==> config.mk <==
export PLATFORM = sky130hd
export DESIGN_NAME = position_zone_gesture_tracker_flat
export DESIGN_NICKNAME = d
export VERILOG_FILES = /design/src/sv/pzgt_pkg.sv /design/src/sv/pzgt_if.sv /design/src/sv/pzgt_div.sv /design/src/sv/position_zone_gesture_tracker.sv /design/src/flat_wrapper.sv
export SDC_FILE = /design/constraint.sdc
export NUM_CORES = 1
export LEC_CHECK = 0
export BUFFER_PORTS_ARGS = -buffer_cell sky130_fd_sc_hd__buf_2
export CAP_MARGIN = 15
export CORE_MARGIN = 3
export CORE_UTILIZATION = 55
export DETAILED_ROUTE_END_ITERATION = 7
export PLACE_DENSITY = 0.83
export SYNTH_ARGS = -nofsm -noshare
export SYNTH_HDL_FRONTEND = slang
export SYNTH_SLANG_ARGS = --single-unit
==> constraint.sdc <==
create_clock -name clk -period 7.45 [get_ports clk]
set_input_delay 1.1175 -clock clk [delete_from_list [all_inputs] [get_ports clk]]
set_output_delay 1.1175 -clock clk [all_outputs]
set_load 0.03 [all_outputs]
==> src/sv/pzgt_pkg.sv <==
// Shared types and constants of the position-zone gesture tracker.
// No dependencies; every other file of the block uses this package.
`timescale 1ns / 1ps
`default_nettype none

package pzgt_pkg;

  localparam int COORD_BITS  = 12;
  localparam int COUNT_BITS  = 8;
  localparam int LEVEL_BITS  = 10;
  localparam int DEB_BITS    = 16;
  localparam int KIND_BITS   = 2;
  localparam int BUTTON_BITS = 2;
  localparam int MODE_BITS   = 3;

  // multiply-then-divide operand widths
  localparam int PROD_BITS   = LEVEL_BITS + COORD_BITS;
  localparam int STEP_BITS   = $clog2(PROD_BITS);

  // configuration port
  localparam int CFG_DATA_BITS = 32;
  localparam int CFG_REGS      = 8;
  localparam int CFG_IDX_BITS  = $clog2(CFG_REGS);
  localparam int CFG_ADDR_BITS = CFG_IDX_BITS + 2;

  localparam logic [CFG_IDX_BITS-1:0] REG_LEFT_ZONE   = 3'd0;
  localparam logic [CFG_IDX_BITS-1:0] REG_BUTTON_LINE = 3'd1;
  localparam logic [CFG_IDX_BITS-1:0] REG_LEVEL_LOW   = 3'd2;
  localparam logic [CFG_IDX_BITS-1:0] REG_LEVEL_HIGH  = 3'd3;
  localparam logic [CFG_IDX_BITS-1:0] REG_LEVEL_SPAN  = 3'd4;
  localparam logic [CFG_IDX_BITS-1:0] REG_IMG_WIDTH   = 3'd5;
  localparam logic [CFG_IDX_BITS-1:0] REG_LEVEL_STEPS = 3'd6;
  localparam logic [CFG_IDX_BITS-1:0] REG_DEBOUNCE    = 3'd7;

  // tracker modes
  localparam logic [MODE_BITS-1:0] MODE_NONE     = 3'd0;
  localparam logic [MODE_BITS-1:0] MODE_UNARMED  = 3'd1;
  localparam logic [MODE_BITS-1:0] MODE_ARMED    = 3'd2;
  localparam logic [MODE_BITS-1:0] MODE_DEBOUNCE = 3'd3;
  localparam logic [MODE_BITS-1:0] MODE_EXPR     = 3'd4;

  // event kinds
  localparam logic [KIND_BITS-1:0] EV_NONE   = 2'd0;
  localparam logic [KIND_BITS-1:0] EV_BUTTON = 2'd1;
  localparam logic [KIND_BITS-1:0] EV_LEVEL  = 2'd2;

  localparam logic [BUTTON_BITS-1:0] BTN_NONE  = 2'd0;
  localparam logic [BUTTON_BITS-1:0] BTN_ONE   = 2'd1;
  localparam logic [BUTTON_BITS-1:0] BTN_TWO   = 2'd2;
  localparam logic [BUTTON_BITS-1:0] BTN_THREE = 2'd3;

  typedef struct packed {
    logic busy;
    logic done;
  } div_stat_t;

endpackage

`default_nettype wire

==> src/sv/pzgt_if.sv <==
// Valid/ready channel interfaces for frame reports and tracker results.
// Depends on pzgt_pkg for field widths.
`timescale 1ns / 1ps
`default_nettype none

interface pzgt_in_if;
  logic                             valid;
  logic                             ready;
  logic [pzgt_pkg::COUNT_BITS-1:0]  object_count;
  logic [pzgt_pkg::COORD_BITS-1:0]  pos_x;
  logic [pzgt_pkg::COORD_BITS-1:0]  pos_y;

  modport source (output valid, output object_count, output pos_x, output pos_y,
                  input ready);
  modport sink   (input valid, input object_count, input pos_x, input pos_y,
                  output ready);
endinterface

interface pzgt_out_if;
  logic                              valid;
  logic                              ready;
  logic [pzgt_pkg::KIND_BITS-1:0]    event_kind;
  logic [pzgt_pkg::BUTTON_BITS-1:0]  button_number;
  logic [pzgt_pkg::LEVEL_BITS-1:0]   level_value;
  logic [pzgt_pkg::MODE_BITS-1:0]    tracker_mode;

  modport source (output valid, output event_kind, output button_number,
                  output level_value, output tracker_mode, input ready);
  modport sink   (input valid, input event_kind, input button_number,
                  input level_value, input tracker_mode, output ready);
endinterface

`default_nettype wire

==> src/sv/pzgt_div.sv <==
// Multiply-then-divide unit: (a * b) / divisor, one restoring step a cycle.
// Depends on pzgt_pkg.
`timescale 1ns / 1ps
`default_nettype none

module pzgt_div (
  input  wire logic                             clk,
  input  wire logic                             rst_n,
  input  wire logic                             start,
  input  wire logic [pzgt_pkg::LEVEL_BITS-1:0]  mul_a,
  input  wire logic [pzgt_pkg::COORD_BITS-1:0]  mul_b,
  input  wire logic [pzgt_pkg::COORD_BITS-1:0]  divisor,
  output pzgt_pkg::div_stat_t                   stat,
  output logic      [pzgt_pkg::LEVEL_BITS-1:0]  quotient
);

  localparam int PB = pzgt_pkg::PROD_BITS;
  localparam int CB = pzgt_pkg::COORD_BITS;
  localparam int SB = pzgt_pkg::STEP_BITS;
  localparam logic [SB-1:0] LAST_STEP = SB'(PB - 1);

  logic          run_r, run_nxt;
  logic          done_r, done_nxt;
  logic [SB-1:0] cnt_r, cnt_nxt;
  logic [CB-1:0] rem_r, rem_nxt;
  logic [PB-1:0] q_r, q_nxt;

  logic [CB:0]   rem_sh;
  logic [CB:0]   diff;

  // partial remainder stays below the divisor, so CB+1 bits cover the shift
  assign rem_sh = {rem_r, q_r[PB-1]};
  assign diff   = rem_sh - {1'b0, divisor};

  always_comb begin
    run_nxt  = run_r;
    done_nxt = 1'b0;
    cnt_nxt  = cnt_r;
    rem_nxt  = rem_r;
    q_nxt    = q_r;
    if (start) begin
      q_nxt   = PB'(mul_a) * PB'(mul_b);
      rem_nxt = '0;
      cnt_nxt = '0;
      run_nxt = 1'b1;
    end else if (run_r) begin
      if (rem_sh >= {1'b0, divisor}) begin
        rem_nxt = diff[CB-1:0];
        q_nxt   = {q_r[PB-2:0], 1'b1};
      end else begin
        rem_nxt = rem_sh[CB-1:0];
        q_nxt   = {q_r[PB-2:0], 1'b0};
      end
      cnt_nxt = cnt_r + 1'b1;
      if (cnt_r == LAST_STEP) begin
        run_nxt  = 1'b0;
        done_nxt = 1'b1;
      end
    end
  end

  always_ff @(posedge clk) begin
    if (!rst_n) begin
      run_r  <= 1'b0;
      done_r <= 1'b0;
      cnt_r  <= '0;
    end else begin
      run_r  <= run_nxt;
      done_r <= done_nxt;
      cnt_r  <= cnt_nxt;
    end
    rem_r <= rem_nxt;
    q_r   <= q_nxt;
  end

  // quotient never exceeds mul_a, so the low bits hold all of it
  assign quotient  = q_r[pzgt_pkg::LEVEL_BITS-1:0];
  assign stat.busy = run_r;
  assign stat.done = done_r;

endmodule

`default_nettype wire

==> src/sv/position_zone_gesture_tracker.sv <==
// Top level of the position-zone gesture tracker: registers, tracker FSM, output word.
// Depends on pzgt_pkg, pzgt_if and pzgt_div.
`timescale 1ns / 1ps
`default_nettype none

// One frame report goes in per word and exactly one result word comes out for it.
// The tracker (no track, unarmed, armed, debouncing, expression) and the debounce
// countdown update when the report is accepted. A frame that keeps expression mode
// and whose y lies from level_low up to level_high and below level_low plus level_span
// goes to the divider: the level is level_steps times the remaining span, divided by
// level_span, worked out by the multiply and restoring divider unit, one quotient bit
// a cycle over 22 bits. in_if.ready is high only while the sequencer is idle; the
// output register lets the next report in while a result still waits, and a frame
// finishing behind a waiting result holds the sequencer until that word is taken.
// Registers sit at byte addresses 4*i on the APB port; the user must write them only
// while no frame is in flight, as the block itself does not enforce this.

module position_zone_gesture_tracker (
  input  wire logic                                 clk,
  input  wire logic                                 rst_n,
  pzgt_in_if.sink                                   in_if,
  pzgt_out_if.source                                out_if,
  input  wire logic                                 cfg_psel,
  input  wire logic                                 cfg_penable,
  input  wire logic                                 cfg_pwrite,
  input  wire logic [pzgt_pkg::CFG_ADDR_BITS-1:0]   cfg_paddr,
  input  wire logic [pzgt_pkg::CFG_DATA_BITS-1:0]   cfg_pwdata,
  output logic      [pzgt_pkg::CFG_DATA_BITS-1:0]   cfg_prdata,
  output logic                                      cfg_pready
);

  localparam int CB = pzgt_pkg::COORD_BITS;
  localparam int LB = pzgt_pkg::LEVEL_BITS;
  localparam int DB = pzgt_pkg::DEB_BITS;
  localparam int MB = pzgt_pkg::MODE_BITS;
  localparam int KB = pzgt_pkg::KIND_BITS;
  localparam int BB = pzgt_pkg::BUTTON_BITS;
  localparam int WB = pzgt_pkg::CFG_DATA_BITS;

  // sequencer
  localparam logic [1:0] S_IDLE  = 2'd0;
  localparam logic [1:0] S_START = 2'd1;
  localparam logic [1:0] S_WAIT  = 2'd2;
  localparam logic [1:0] S_OUT   = 2'd3;

  // ---------------- configuration registers ----------------
  logic [CB-1:0] left_zone_r, button_line_r, level_low_r, level_high_r;
  logic [CB-1:0] level_span_r, img_width_r;
  logic [LB-1:0] level_steps_r;
  logic [DB-1:0] debounce_frames_r;

  logic                               cfg_wr;
  logic [pzgt_pkg::CFG_IDX_BITS-1:0]  cfg_idx;

  assign cfg_pready = 1'b1;
  assign cfg_wr     = cfg_psel && cfg_penable && cfg_pwrite;
  assign cfg_idx    = cfg_paddr[pzgt_pkg::CFG_ADDR_BITS-1:2];

  always_ff @(posedge clk) begin
    if (!rst_n) begin
      left_zone_r       <= '0;
      button_line_r     <= '0;
      level_low_r       <= '0;
      level_high_r      <= '0;
      level_span_r      <= CB'(1);
      img_width_r       <= CB'(640);
      level_steps_r     <= LB'(127);
      debounce_frames_r <= '0;
    end else if (cfg_wr) begin
      case (cfg_idx)
        pzgt_pkg::REG_LEFT_ZONE:   left_zone_r       <= cfg_pwdata[CB-1:0];
        pzgt_pkg::REG_BUTTON_LINE: button_line_r     <= cfg_pwdata[CB-1:0];
        pzgt_pkg::REG_LEVEL_LOW:   level_low_r       <= cfg_pwdata[CB-1:0];
        pzgt_pkg::REG_LEVEL_HIGH:  level_high_r      <= cfg_pwdata[CB-1:0];
        pzgt_pkg::REG_LEVEL_SPAN:  level_span_r      <= cfg_pwdata[CB-1:0];
        pzgt_pkg::REG_IMG_WIDTH:   img_width_r       <= cfg_pwdata[CB-1:0];
        pzgt_pkg::REG_LEVEL_STEPS: level_steps_r     <= cfg_pwdata[LB-1:0];
        pzgt_pkg::REG_DEBOUNCE:    debounce_frames_r <= cfg_pwdata[DB-1:0];
        default: ;
      endcase
    end
  end

  always_comb begin
    case (cfg_idx)
      pzgt_pkg::REG_LEFT_ZONE:   cfg_prdata = WB'(left_zone_r);
      pzgt_pkg::REG_BUTTON_LINE: cfg_prdata = WB'(button_line_r);
      pzgt_pkg::REG_LEVEL_LOW:   cfg_prdata = WB'(level_low_r);
      pzgt_pkg::REG_LEVEL_HIGH:  cfg_prdata = WB'(level_high_r);
      pzgt_pkg::REG_LEVEL_SPAN:  cfg_prdata = WB'(level_span_r);
      pzgt_pkg::REG_IMG_WIDTH:   cfg_prdata = WB'(img_width_r);
      pzgt_pkg::REG_LEVEL_STEPS: cfg_prdata = WB'(level_steps_r);
      pzgt_pkg::REG_DEBOUNCE:    cfg_prdata = WB'(debounce_frames_r);
      default:                   cfg_prdata = '0;
    endcase
  end

  // ---------------- tracker ----------------
  logic [1:0]    seq_r, seq_nxt;
  logic [MB-1:0] mode_r, mode_nxt;
  logic [DB-1:0] deb_cnt_r, deb_cnt_nxt;
  logic [KB-1:0] res_kind_r, res_kind_nxt;
  logic [BB-1:0] res_button_r, res_button_nxt;
  logic [LB-1:0] res_level_r, res_level_nxt;
  logic [CB-1:0] span_rem_r, span_rem_nxt;

  logic          accept;
  logic          need_div;
  logic [DB-1:0] deb_dec;
  logic [CB-1:0] x, y, d, half_w, three_q_w;
  logic [CB+1:0] three_w;

  pzgt_pkg::div_stat_t div_stat;
  logic [LB-1:0]       div_q;

  // output register
  logic          out_valid_r;
  logic [KB-1:0] out_kind_r;
  logic [BB-1:0] out_button_r;
  logic [LB-1:0] out_level_r;
  logic [MB-1:0] out_mode_r;
  logic          out_load;

  assign in_if.ready = (seq_r == S_IDLE);
  assign accept      = in_if.valid && in_if.ready;
  assign x           = in_if.pos_x;
  assign y           = in_if.pos_y;
  assign d           = y - level_low_r;
  assign deb_dec     = (deb_cnt_r == '0) ? deb_cnt_r : deb_cnt_r - 1'b1;
  // (2*w)/4 is w/2; (3*w)/4 via the widened sum
  assign half_w      = {1'b0, img_width_r[CB-1:1]};
  assign three_w     = {2'b00, img_width_r} + {1'b0, img_width_r, 1'b0};
  assign three_q_w   = three_w[CB+1:2];

  always_comb begin
    seq_nxt        = seq_r;
    mode_nxt       = mode_r;
    deb_cnt_nxt    = deb_cnt_r;
    res_kind_nxt   = res_kind_r;
    res_button_nxt = res_button_r;
    res_level_nxt  = res_level_r;
    span_rem_nxt   = span_rem_r;
    need_div       = 1'b0;
    out_load       = 1'b0;
    case (seq_r)
      S_IDLE: begin
        if (accept) begin
          deb_cnt_nxt    = deb_dec;
          res_kind_nxt   = pzgt_pkg::EV_NONE;
          res_button_nxt = pzgt_pkg::BTN_NONE;
          res_level_nxt  = '0;
          if (in_if.object_count == pzgt_pkg::COUNT_BITS'(1)) begin
            case (mode_r)
              pzgt_pkg::MODE_NONE, pzgt_pkg::MODE_UNARMED: begin
                if (x < left_zone_r)        mode_nxt = pzgt_pkg::MODE_EXPR;
                else if (y < button_line_r) mode_nxt = pzgt_pkg::MODE_ARMED;
                else                        mode_nxt = pzgt_pkg::MODE_UNARMED;
              end
              pzgt_pkg::MODE_ARMED: begin
                if (x < left_zone_r) begin
                  mode_nxt = pzgt_pkg::MODE_EXPR;
                end else if (y > button_line_r) begin
                  mode_nxt     = pzgt_pkg::MODE_DEBOUNCE;
                  deb_cnt_nxt  = debounce_frames_r;
                  res_kind_nxt = pzgt_pkg::EV_BUTTON;
                  if (x < half_w)         res_button_nxt = pzgt_pkg::BTN_ONE;
                  else if (x < three_q_w) res_button_nxt = pzgt_pkg::BTN_TWO;
                  else                    res_button_nxt = pzgt_pkg::BTN_THREE;
                end
              end
              pzgt_pkg::MODE_DEBOUNCE: begin
                if (deb_dec == '0) mode_nxt = pzgt_pkg::MODE_UNARMED;
              end
              pzgt_pkg::MODE_EXPR: begin
                if (x > left_zone_r) begin
                  mode_nxt = pzgt_pkg::MODE_UNARMED;
                end else begin
                  res_kind_nxt = pzgt_pkg::EV_LEVEL;
                  if (y > level_high_r) begin
                    res_level_nxt = '0;
                  end else if (y < level_low_r) begin
                    res_level_nxt = level_steps_r;
                  end else if (d >= level_span_r) begin
                    // also covers a zero span
                    res_level_nxt = '0;
                  end else begin
                    need_div     = 1'b1;
                    span_rem_nxt = level_span_r - d;
                  end
                end
              end
              default: ;
            endcase
          end else if (mode_r != pzgt_pkg::MODE_DEBOUNCE) begin
            mode_nxt = pzgt_pkg::MODE_NONE;
          end
          seq_nxt = need_div ? S_START : S_OUT;
        end
      end
      S_START: seq_nxt = S_WAIT;
      S_WAIT: begin
        if (div_stat.done) begin
          res_level_nxt = div_q;
          seq_nxt       = S_OUT;
        end
      end
      S_OUT: begin
        if (!out_valid_r || out_if.ready) begin
          out_load = 1'b1;
          seq_nxt  = S_IDLE;
        end
      end
      default: seq_nxt = S_IDLE;
    endcase
  end

  always_ff @(posedge clk) begin
    if (!rst_n) begin
      seq_r     <= S_IDLE;
      mode_r    <= pzgt_pkg::MODE_NONE;
      deb_cnt_r <= '0;
    end else begin
      seq_r     <= seq_nxt;
      mode_r    <= mode_nxt;
      deb_cnt_r <= deb_cnt_nxt;
    end
    res_kind_r   <= res_kind_nxt;
    res_button_r <= res_button_nxt;
    res_level_r  <= res_level_nxt;
    span_rem_r   <= span_rem_nxt;
  end

  pzgt_div u_div (
    .clk      (clk),
    .rst_n    (rst_n),
    .start    (seq_r == S_START),
    .mul_a    (level_steps_r),
    .mul_b    (span_rem_r),
    .divisor  (level_span_r),
    .stat     (div_stat),
    .quotient (div_q)
  );

  always_ff @(posedge clk) begin
    if (!rst_n) begin
      out_valid_r <= 1'b0;
    end else if (out_load) begin
      out_valid_r <= 1'b1;
    end else if (out_if.ready) begin
      out_valid_r <= 1'b0;
    end
    if (out_load) begin
      out_kind_r   <= res_kind_r;
      out_button_r <= res_button_r;
      out_level_r  <= res_level_r;
      out_mode_r   <= mode_r;
    end
  end

  assign out_if.valid         = out_valid_r;
  assign out_if.event_kind    = out_kind_r;
  assign out_if.button_number = out_button_r;
  assign out_if.level_value   = out_level_r;
  assign out_if.tracker_mode  = out_mode_r;

endmodule

`default_nettype wire

==> src/flat_wrapper.sv <==
// flat-port wrapper written by rule: the top's interface ports become plain ports
module position_zone_gesture_tracker_flat 
  (clk, rst_n, cfg_psel, cfg_penable, cfg_pwrite, cfg_paddr, cfg_pwdata, cfg_prdata, cfg_pready, in_if_valid, in_if_object_count, in_if_pos_x, in_if_pos_y, in_if_ready, out_if_valid, out_if_event_kind, out_if_button_number, out_if_level_value, out_if_tracker_mode, out_if_ready);
  pzgt_in_if in_if_i ();
  pzgt_out_if out_if_i ();
  input  wire logic clk;
  input  wire logic rst_n;
  input  wire logic cfg_psel;
  input  wire logic cfg_penable;
  input  wire logic cfg_pwrite;
  input  wire logic [pzgt_pkg::CFG_ADDR_BITS-1:0] cfg_paddr;
  input  wire logic [pzgt_pkg::CFG_DATA_BITS-1:0] cfg_pwdata;
  output logic      [pzgt_pkg::CFG_DATA_BITS-1:0] cfg_prdata;
  output logic cfg_pready;
  input wire logic [$bits(in_if_i.valid)-1:0] in_if_valid;
  input wire logic [$bits(in_if_i.object_count)-1:0] in_if_object_count;
  input wire logic [$bits(in_if_i.pos_x)-1:0] in_if_pos_x;
  input wire logic [$bits(in_if_i.pos_y)-1:0] in_if_pos_y;
  output wire logic [$bits(in_if_i.ready)-1:0] in_if_ready;
  output wire logic [$bits(out_if_i.valid)-1:0] out_if_valid;
  output wire logic [$bits(out_if_i.event_kind)-1:0] out_if_event_kind;
  output wire logic [$bits(out_if_i.button_number)-1:0] out_if_button_number;
  output wire logic [$bits(out_if_i.level_value)-1:0] out_if_level_value;
  output wire logic [$bits(out_if_i.tracker_mode)-1:0] out_if_tracker_mode;
  input wire logic [$bits(out_if_i.ready)-1:0] out_if_ready;
  assign in_if_i.valid = in_if_valid;
  assign in_if_i.object_count = in_if_object_count;
  assign in_if_i.pos_x = in_if_pos_x;
  assign in_if_i.pos_y = in_if_pos_y;
  assign in_if_ready = in_if_i.ready;
  assign out_if_valid = out_if_i.valid;
  assign out_if_event_kind = out_if_i.event_kind;
  assign out_if_button_number = out_if_i.button_number;
  assign out_if_level_value = out_if_i.level_value;
  assign out_if_tracker_mode = out_if_i.tracker_mode;
  assign out_if_i.ready = out_if_ready;
  position_zone_gesture_tracker u_core (.clk(clk), .rst_n(rst_n), .in_if(in_if_i), .out_if(out_if_i), .cfg_psel(cfg_psel), .cfg_penable(cfg_penable), .cfg_pwrite(cfg_pwrite), .cfg_paddr(cfg_paddr), .cfg_pwdata(cfg_pwdata), .cfg_prdata(cfg_prdata), .cfg_pready(cfg_pready));
endmodule
==> impl_metrics.toml <==
[worst_hold_path]
hp-class = "flop to flop"

[worst_setup_path]
end_kind = "flop"
cp_top_family = "adder cells"
path_cells = "nand2_1, fa_1, fa_1, inv_1, fa_1, fa_1, inv_1, fa_1, inv_1, ha_1, a21o_1, a21oi_1, nor3b_1, a211oi_1, o31ai_1, nor2b_1, xnor2_1, mux2_2"
required_ns = 7.73
start_kind = "flop"
cp_num_buf_inv = 3
critical_path.max_stage_delay_ns = 0.77
cp_slowest_cell = "dfxtp_1"
path_class = "flop to flop"
cp_max_fo = 15
cp.arrival_ns = 6.42
crit_top_cell = "fa_1"

[clocking]
cts_max_path_buffers = 3
clkSinkCount = 204
clkSlewWorstSetupHoldPaths_ns = 0.06
cts_hold_buf = 0
clk_latency_ns = 0.53
postCtsSetupBuffers = 0
cts_tree = "built"
clockRootBuffer = "clkbuf_16"
numCtsBuffers = 25
ctsResizeCount = 0
htree_levels = 1

[placement]
place_hpwl_um = 33500
numPortBuffers = 92
routabilityCongestion = 0.948

[route]
wl_per_cell_um = 18.8
vias = 14398
wl_um = 45100
via_per_inst = 6.00
ant_nets = 0
drtIter0Drc = 1289
drc = 0
firstDrtPassIters = 6

[timing]
drv_slew = 0
finalHoldViolCount = 0
worst_pin_slew_ns = 1.03
period_share_pct = 82.4
timing.slew.headroom_pct = 30.5
setup_viol = 0
grt_setup_unrepaired = "false"
tns_ns = 0
max_freq_ghz = 0.163
timing.final.crit_period_ns = 6.14
final.setup_skew_ns = 0.0140

[logic_synthesis]
ys_types = 79
synth_edf_count = 65
yosysSeqAreaShare_pct = 28.1
synth_area_mm2 = 0.0168
avgSynthCellArea_um2 = 8.58
ys_ff_latch = 204
async_flop_share_pct = 0
syn_inst = 1961
yosys_warnings = 0
synth_flop_cell = "dfxtp_1"

[global_routing]
grt_max_degree = 102
grt_use_total_pct = 26.8
grt_pass1_vias = 13893
overflow = 0
grt_first_pass_wirelength_um = 71900
antenna_found_initial = 0

[floorplan]
num_io_pins = 128
core_mm2 = 0.0299
row_count = 63
die_y_um = 181
die_area_mm2 = 0.0327
fp.dieW_um = 181
start_util_pct = 56.3

[power_and_ir_drop]
pwr-share-comb_pct = 38.7
seq_power_share_pct = 34.1
peakVddDrop_uv = 174
p_total_mw = 4.57
cell_internal_pwr_mw = 2.87
clkPwrFrac_pct = 27.2
p_leak_nw = 7.74
p_per_area_mw_per_mm2 = 251
switching_share_pct = 37.2
power.switching_mw = 1.70

[cells_and_area]
area_growth_pct = 8.10
top_regs = "u_core.u_div.q_r (22), u_core.deb_cnt_r (16), u_core.debounce_frames_r (16)"
top_register = "u_core.u_div.q_r"
multiInputGateArea_mm2 = 0.0109
diodes = 0
largest_reg_flops = 22
fillers = 2500
ff_latch_area_mm2 = 0.00473
mostFrequentLayoutCells = "nand2_1, inv_1, ha_1"
layout_commonest_cell = "nand2_1"
drive_gt1_share_pct = 9.36
fin_nets = 2318

[job]
drv_cap = 0

[status]
outcome = "completed"
[cells in the mapped netlist (27+ instances only)]
cell type,number,area (µm²)
nand2_1,326,1220
inv_1,193,724
ha_1,170,2130
dfxtp_1,139,2780
nor2_1,97,364
a21boi_0,94,706
a21oi_1,87,435
fa_1,82,1640
and2_1,81,507
clkbuf_1,71,267
edfxtp_1,65,1950
o21ai_0,57,285
xnor2_1,32,280
nor3_1,31,155
nand3_1,27,135
[layer usage]
metal	wire, µm	track usage [%]
met5	0	0
met4	1580	8.78
met3	4360	5.07
met2	20300	42.3
met1	18900	37.1
[worst register-to-register path, delay by kind of cell, from the launching register on]
| kind | cells | cell delay [ns] |
|---|---|---|
| AOI/OAI and AO/OA | 4 | 0.92 |
| xor gates and xnor gates | 1 | 0.07 |
| adders and majority gates | 6 | 3.07 |
| buffers and inverters | 3 | 0.16 |
| DFF | 1 | 0.77 |
| muxes | 1 | 0.25 |
| and+or+nand+nor | 3 | 0.65 |
[final timing paths]
kind | start | endpoint | slack (ns) | cells past startpoint
max reg2reg | u_core.level_steps_r[8] | u_core.u_div.q_r[18] | 1.31 | 18
min reg2reg | u_core.res_level_r[9] | u_core.out_if.level_value[9] | 0.42 | 0
max | u_core.level_steps_r[8] | u_core.u_div.q_r[18] | 1.31 | 18
min | u_core.res_level_r[9] | u_core.out_if.level_value[9] | 0.42 | 0
[cells by family after synthesis]
logic type | count (synthesis) | synth area share, %
simple gates | 671 | 18.7
compound gates | 422 | 17.3
buf+inv | 308 | 7.61
fa+ha+maj | 252 | 22.4
flops | 204 | 28.1
xor+xnor | 58 | 3.02
mux | 44 | 2.87
other cells | 2 | 0.0446
[power by group through the flow]
stage | registers, mW | clock network, mW | logic [mW]
2_1_floorplan | 1.54 | 0 | 1.38
3_3_place_gp | 1.57 | 0 | 1.68
3_5_place_dp | 1.58 | 0 | 1.74
4_1_cts | 1.56 | 1.26 | 1.75
5_1_grt | 1.58 | 1.30 | 1.96
6_report | 1.56 | 1.24 | 1.77
[cell type report]
class	count	share of cell area [%]
multi-input combinational	1464	59.8
sequential	204	26.0
clock buffer	36	4.11
inverter	196	4.04
timing repair buffer	99	2.82
tap	390	2.68
clock inverter	10	0.536
[through the flow]
step           hold slack, ns  util [%]  cell area, µm²  setup slack, ns  std cells
2_1_floorplan           0.400         -           16900             1.95       1976
3_3_place_gp            0.404      58.1           17300             1.50       2353
3_5_place_dp            0.407      58.1           17300             1.37       2353
4_1_cts                 0.417      60.9           18200             1.33       2399
5_1_grt                 0.422      60.9           18200            0.978       2399
6_report                0.419      60.9           18200             1.31       2399
No activity file was read; power rests on OpenSTA's default activity.
